$ cat src/sv/scmm_pkg.sv
// ============================================================================
// scmm_pkg - shared constants for the six-channel moving median filter
// Holds the channel count and the helper that sizes the per-cell age field.
// ============================================================================
package scmm_pkg;

    // Number of independent sample channels (x, y, z, roll, pitch, yaw).
    localparam int unsigned NUM_CHANNELS = 6;

    // Bits needed for an age tag in 0 .. window-1, at least one bit.
    function automatic int unsigned age_width(input int unsigned window);
        int unsigned bits;
        bits = 1;
        while ((1 << bits) < window) begin
            bits = bits + 1;
        end
        return bits;
    endfunction

endpackage

$ cat src/sv/scmm_sort_chain.sv
// ============================================================================
// scmm_sort_chain - sorted cell chain for one channel
// Keeps the window sorted by value; each load drops the oldest cell and
// inserts the new sample in one update, and shows the middle cell of the
// updated chain.
// ============================================================================
module scmm_sort_chain #(
    parameter int unsigned WINDOW      = 16,
    parameter int unsigned SAMPLE_BITS = 16
) (
    input  logic                          i_clk,
    input  logic                          i_rst_n,
    input  logic                          i_load,
    input  logic signed [SAMPLE_BITS-1:0] i_sample,
    output logic signed [SAMPLE_BITS-1:0] o_median
);

    localparam int unsigned AW  = scmm_pkg::age_width(WINDOW);
    localparam int unsigned MID = WINDOW / 2;
    localparam logic [AW-1:0] OLDEST_AGE = AW'(WINDOW - 1);

    // Each cell holds a value and its age; the chain is sorted ascending.
    logic signed [SAMPLE_BITS-1:0] r_val [WINDOW];
    logic        [AW-1:0]          r_age [WINDOW];
    logic signed [SAMPLE_BITS-1:0] n_val [WINDOW];
    logic        [AW-1:0]          n_age [WINDOW];

    logic [WINDOW-1:0] del;        // the cell that leaves this beat
    logic [WINDOW-1:0] lt;         // cell value below the new sample
    logic [WINDOW-1:0] before_del; // cell index below the leaving cell
    logic [WINDOW-1:0] rlt;        // remaining list entry below new sample

    logic signed [SAMPLE_BITS-1:0] rv [WINDOW];
    logic        [AW-1:0]          ra [WINDOW];

    always_comb begin
        for (int i = 0; i < WINDOW; i++) begin
            del[i] = (r_age[i] == OLDEST_AGE);
            lt[i]  = (r_val[i] < i_sample);
        end
        // Cells below the leaving one keep their place; the rest close up.
        before_del[WINDOW-1] = 1'b0;
        for (int i = WINDOW - 2; i >= 0; i--) begin
            before_del[i] = before_del[i+1] | del[i+1];
        end
        for (int i = 0; i < WINDOW; i++) begin
            if (i < WINDOW - 1) begin
                if (before_del[i]) begin
                    rv[i]  = r_val[i];
                    ra[i]  = r_age[i];
                    rlt[i] = lt[i];
                end else begin
                    rv[i]  = r_val[i+1];
                    ra[i]  = r_age[i+1];
                    rlt[i] = lt[i+1];
                end
            end else begin
                rv[i]  = r_val[i];
                ra[i]  = r_age[i];
                rlt[i] = 1'b0;
            end
        end
        // Insert the new sample at the first remaining entry not below it.
        for (int i = 0; i < WINDOW; i++) begin
            if (rlt[i]) begin
                n_val[i] = rv[i];
                n_age[i] = AW'(ra[i] + 1'b1);
            end else if (i == 0) begin
                n_val[i] = i_sample;
                n_age[i] = '0;
            end else if (rlt[i-1]) begin
                n_val[i] = i_sample;
                n_age[i] = '0;
            end else begin
                n_val[i] = rv[i-1];
                n_age[i] = AW'(ra[i-1] + 1'b1);
            end
        end
    end

    assign o_median = n_val[MID];

    always_ff @(posedge i_clk) begin
        if (!i_rst_n) begin
            for (int i = 0; i < WINDOW; i++) begin
                r_val[i] <= '0;
                r_age[i] <= AW'(i);
            end
        end else if (i_load) begin
            for (int i = 0; i < WINDOW; i++) begin
                r_val[i] <= n_val[i];
                r_age[i] <= n_age[i];
            end
        end
    end

endmodule

$ cat config.mk
export PLATFORM = sky130hd
export DESIGN_NAME = scmm_sort_chain
export DESIGN_NICKNAME = d
export VERILOG_FILES = /design/src/sv/scmm_pkg.sv /design/src/sv/scmm_sort_chain.sv
export SDC_FILE = /design/constraint.sdc
export NUM_CORES = 1
export LEC_CHECK = 0
export BUFFER_PORTS_ARGS = -buffer_cell sky130_fd_sc_hd__buf_2
export CORE_ASPECT_RATIO = 0.8
export CORE_MARGIN = 4
export CORE_UTILIZATION = 55
export CTS_BUF_LIST = sky130_fd_sc_hd__clkbuf_8
export DETAILED_ROUTE_END_ITERATION = 6
export PLACE_DENSITY_LB_ADDON = 0.1
export SETUP_SLACK_MARGIN = 0.4
export SLEW_MARGIN = 5
export SYNTH_ARGS = -nofsm -noshare
export SYNTH_HDL_FRONTEND = slang
export SYNTH_SLANG_ARGS = --single-unit
$ cat constraint.sdc
create_clock -name i_clk -period 11.05 [get_ports i_clk]
set_input_delay 0.5525 -clock i_clk [delete_from_list [all_inputs] [get_ports i_clk]]
set_output_delay 0.5525 -clock i_clk [all_outputs]
set_load 0.01 [all_outputs]
# --- After elaboration in Yosys (flattened, before gate mapping) ---
# Memory sizes are Yosys's and may differ from the RTL's.
# Index checks and enable logic that the tools add are counted.
totals:
  ff_bits: 0
  ramBits: 320
  n_memories: 2
  output_inout_bits: 16
  elab_cells: 235
  input_bits: 19
classes:
  n_addsub: 15
  n_eq_ne: 15
  n_mux: 141
  order_cmp: 16
  n_bitwise: 46
mem_list:
  columns: ["name", "depth", "width", "read_ports", "rd_clocked_by_memory_dff", "wr", "line_no", "source"]
  rows:
  - ["r_val", 16, 16, 16, 0, 16, "scmm_sort_chain.sv:23", "logic signed [SAMPLE_BITS-1:0] r_val [WINDOW];"]
  - ["r_age", 16, 4, 16, 0, 16, "scmm_sort_chain.sv:24", "logic [AW-1:0] r_age [WINDOW];"]
op_table:
  columns: ["cell", "n"]
  rows:
  - ["$mux 16", 61]
  - ["$lt 16x16->1", 16]
  - ["$mux 4", 61]
  - ["$add 4x1->4 const B", 15]
  - ["$eq 4x4->1 const B", 15]
  - ["$or 1x1->1", 46]
  - ["$mux 1", 19]

# --- Longest topological paths before layout ---
# An unclocked memory read counts as a cell.
logic_depth:
  word_depth: 21
  depth_mapped: 16
  mapped_depth_nobuf: 10

# --- Worst setup path after synthesis ---
# No wires, ideal clock.
synth_timing:
  path_kind: "in2reg"
  start: "input port i_rst_n"
  end: "memory r_age[0][0] (netlist bit), enable pin"
  slack_ns: 2.087
  arrival_time_ns: 8.222
  stages: 3
  required_time_ns: 10.308
  n_path_buf: 2
  path_cell_list: "clkbuf_1 clkbuf_1 nand2b_1"
synth_lines:
  columns: ["element", "line_no", "source"]
  rows:
  - ["start, declared", "scmm_sort_chain.sv:12", "input logic i_rst_n,"]
  - ["end, declared", "scmm_sort_chain.sv:24", null]

# --- Final worst setup path ---
layout_timing:
  start: "input port i_sample[5]"
  end: "output port o_median[7]"
layout_via:
  elab_chain_cells: 4
  elab_cells_between_ends: 7
  classes_between: "order compare (3); mux (4)"
layout_lines:
  columns: ["element", "line_no", "source"]
  rows:
  - ["start, declared", "scmm_sort_chain.sv:14", "input logic signed [SAMPLE_BITS-1:0] i_sample,"]
  - ["$lt 16x16->1", "scmm_sort_chain.sv:39", "lt[i] = (r_val[i] < i_sample);"]
  - ["$mux 1", "scmm_sort_chain.sv:48", "if (before_del[i]) begin"]
  - ["$mux 16", "scmm_sort_chain.sv:71", "end else if (rlt[i-1]) begin"]
  - ["$mux 16 (*)", "scmm_sort_chain.sv:65", "if (rlt[i]) begin"]
  - ["end, declared", "scmm_sort_chain.sv:15", "output logic signed [SAMPLE_BITS-1:0] o_median"]
# Mark *: on every way between the ends. The rest lies on a longest branch, timed or not.

==> flow_metrics.py <==
metrics = {
    "floorplanning": {
        "die_area_um2": 52300,
        "floorplan.initialDensity_pct": 55.5,
        "fp.dieW_um": 255,
        "dieHeight_um": 205,
        "fp-row-count": 72,
        "ios": 35,
        "core_area_um2": 48200,
    },
    "clocking": {
        "cts_root_buf": "clkbuf_8",
        "cts_buffers": 57,
        "clk_latency_ns": 0.68,
        "ctsHoldBuffers": 0,
        "htree_levels": 2,
        "cts_buffer_depth": 3,
        "cts_tree": "built",
        "postCtsSetupRepairBufs": 0,
        "cts_resized": 0,
        "cts_sinks": 320,
        "clk_pin_slew_ns": 0.05,
    },
    "sta": {
        "fin_skew_ns": 0.0120,
        "min_period_over_period_pct": 46.9,
        "tightestPinTransition_ns": 1.24,
        "max_freq_ghz": 0.193,
        "setup_tns_ns": 0,
        "setup_viol": 0,
        "relSlewSlack_pct": 17.6,
        "post-route-worst-setup-slack_ns": 5.87,
        "hold_ws_ns": 0.448,
        "rsz0062_at_grt": "no",
        "finalCriticalPeriod_ns": 5.18,
        "drv_slew": 0,
        "hold_violations": 0,
    },
    "critical_path": {
        "path_class": "input port to output port",
        "arrival_ns": 4.63,
        "crit_path_end_kind": "output port",
        "slowest_delay_ns": 0.66,
        "critPathMaxFanout": 53,
        "start_kind": "input port",
        "cp_cell_sequence": "buf_2 -> buf_4 -> inv_1 -> buf_4 -> ha_1 -> and4_1 -> o21ai_0 -> o21ai_0 -> a221o_1 -> and2_1 -> a21o_1 -> buf_4 -> nor2_1 -> a21oi_1 -> buf_2",
        "worstPathRequired_ns": 10.50,
        "rr_worst_depth": 10,
        "path_common_cell": "buf_4",
        "cpMaxStageDelayCell": "and2_1",
    },
    "yosys": {
        "synthXorXnorAreaFrac_pct": 0.818,
        "synth.avg_cell_area_um2": 8.97,
        "synth_fa_ha_area_share_pct": 11.9,
        "synth_top_family_by_area": "compound AO/OA/AOI/OAI gates",
        "synth_area_um2": 26800,
        "synthSimpleGateAreaFrac_pct": 16.9,
        "synth.distinct_cells": 84,
        "syn_nets": 3257,
        "yosys_warnings": 0,
        "synth_compound_area_share_pct": 20.8,
        "synth.area.mux_share_pct": 8.80,
        "netlist_instances": 2983,
        "synth_seq_cells": 320,
        "synth_ff_type": "edfxtp_1",
        "synth_edf_count": 320,
        "ys_async_sr_fraction_pct": 0,
        "synth-seq-area-share_pct": 35.9,
    },
    "placed_design": {
        "dp.cells": 3463,
        "hpwl_mm": 60.1,
        "dp_slack_ns": 5.70,
        "gp_congestion": 0.931,
        "portBuffers": 34,
    },
    "final_layout": {
        "drive_above_1_share_pct": 8.74,
        "final_cell_mix": "nand2_1 (563), edfxtp_1 (320), ha_1 (255)",
        "layout_commonest_cell": "nand2_1",
        "syn_to_final_growth_pct": 5.10,
        "fin_cells": 3559,
        "diodes": 0,
        "nets": 3167,
    },
    "drt": {
        "detail_route.iter0.violations": 3300,
        "num_vias": 24600,
        "drt_wl_total_mm": 88.9,
        "first_pass_iters": 7,
        "ant_nets": 0,
        "wl_per_cell_um": 25.0,
        "vias_per_cell": 6.91,
        "remaining_drc_errors": 5,
    },
    "grt": {
        "grt_max_degree": 195,
        "grtUsageTotal_pct": 33.1,
        "grt_overflow_total": 0,
        "antenna_found_initial": 0,
        "grt_pass1_wl_mm": 136,
        "first_global_vias": 22800,
    },
    "worst_hold_path": {
        "min_path_type": "input port to register",
        "hold_depth": 2,
    },
    "run_status": {
        "violations": "design-rule violations",
        "outcome": "finished, violations left",
    },
    "flow_run": {
        "maxCapViolCount": 0,
    },
}
-- cells in the mapped netlist (10+ instances only) --
| master | n | area share (%) |
|---|---|---|
| a221oi_1 | 18 | 0.59 |
| mux2_2 | 59 | 2.5 |
| nand2b_1 | 25 | 0.58 |
| a222oi_1 | 15 | 0.56 |
| nor2_1 | 193 | 2.7 |
| and2_1 | 16 | 0.37 |
| o211ai_1 | 21 | 0.59 |
| o22a_1 | 32 | 1.0 |
| and3_1 | 13 | 0.30 |
| nand4_1 | 31 | 0.72 |
| a311oi_1 | 17 | 0.56 |
| o32ai_1 | 40 | 1.3 |
| mux2i_1 | 165 | 6.2 |
| nor3_1 | 12 | 0.22 |
| nor2b_1 | 14 | 0.33 |
| a21o_1 | 24 | 0.67 |
| a22oi_1 | 19 | 0.53 |
| a211oi_1 | 56 | 1.6 |
| inv_1 | 51 | 0.72 |
| and4_1 | 10 | 0.33 |
| nand3_1 | 104 | 1.9 |
| a31oi_1 | 18 | 0.42 |
| buf_2 | 74 | 1.4 |
| clkbuf_1 | 133 | 1.9 |
| o21a_1 | 11 | 0.31 |
| xnor2_1 | 19 | 0.62 |
| ha_1 | 255 | 12 |
| o221ai_1 | 20 | 0.65 |
| a21oi_1 | 172 | 3.2 |
| a32o_1 | 15 | 0.56 |
| o21ai_0 | 157 | 2.9 |
| buf_4 | 27 | 0.76 |
| nand2_1 | 565 | 7.9 |
| o2bb2ai_1 | 17 | 0.56 |
| edfxtp_1 | 320 | 36 |
| o22ai_1 | 102 | 2.4 |
| o21ai_1 | 21 | 0.39 |
-- stage by stage --
| stage | utilization (%) | cell area [µm²] |
|---|---|---|
| after detailed placement | 56.3 | 27200 |
| after global routing | 58.4 | 28100 |
| after floorplan | - | 26800 |
| after global placement | 56.3 | 27200 |
| final | 58.4 | 28100 |
| after CTS | 58.4 | 28100 |
-- routing by layer --
layer | global-route usage [%] | wire length (µm) | up-vias
met5 | 0 | 0 | -
met4 | 12.8 | 3500 | 0
met3 | 6.62 | 10800 | 199
met2 | 45.1 | 35600 | 1575
met1 | 51.2 | 39100 | 11700
li1 | - | - | 11100
-- critical path: cells and delay by family --
kind / cells / cell delay (ns)
and+or+nand+nor: 3 / 0.97
buffers and inverters: 6 / 1.87
AOI/OAI and AO/OA: 5 / 0.86
adders and majority gates: 1 / 0.31
-- cell type report --
| cell class | count | area, µm² |
|---|---|---|
| clock inverters | 37 | 173 |
| inverters | 52 | 195 |
| repair buffers | 93 | 626 |
| flip-flops and latches | 320 | 9610 |
| multi-input cells | 2369 | 15900 |
| clock buffers | 59 | 812 |
| well taps | 629 | 787 |
| fillers | 4288 | 20100 |
-- sequential cells by signal, summed over array words and instances, names as in the netlist --
| signal | count |
|---|---|
| r_age | 64 |
| r_val | 256 |
-- cell families after synthesis --
group | after synthesis
AOI/OAI and AO/OA | 834
xor gates and xnor gates | 25
adders and majority gates | 255
buffers and inverters | 294
DFF | 320
muxes | 227
and+or+nand+nor | 1028
-- final timing paths --
check                       end  slack [ns]    startpoint
setup / recovery    o_median[7]        5.87   i_sample[5]
hold / removal     r_age[1][29]        0.45       i_rst_n
setup reg to reg  r_val[0][110]        6.64  r_age[1][22]
hold reg to reg     r_val[0][0]        0.74   r_val[0][0]
Power is not shown: default switching activity piles up to over one toggle a cycle in this logic, so the estimate is an artifact.
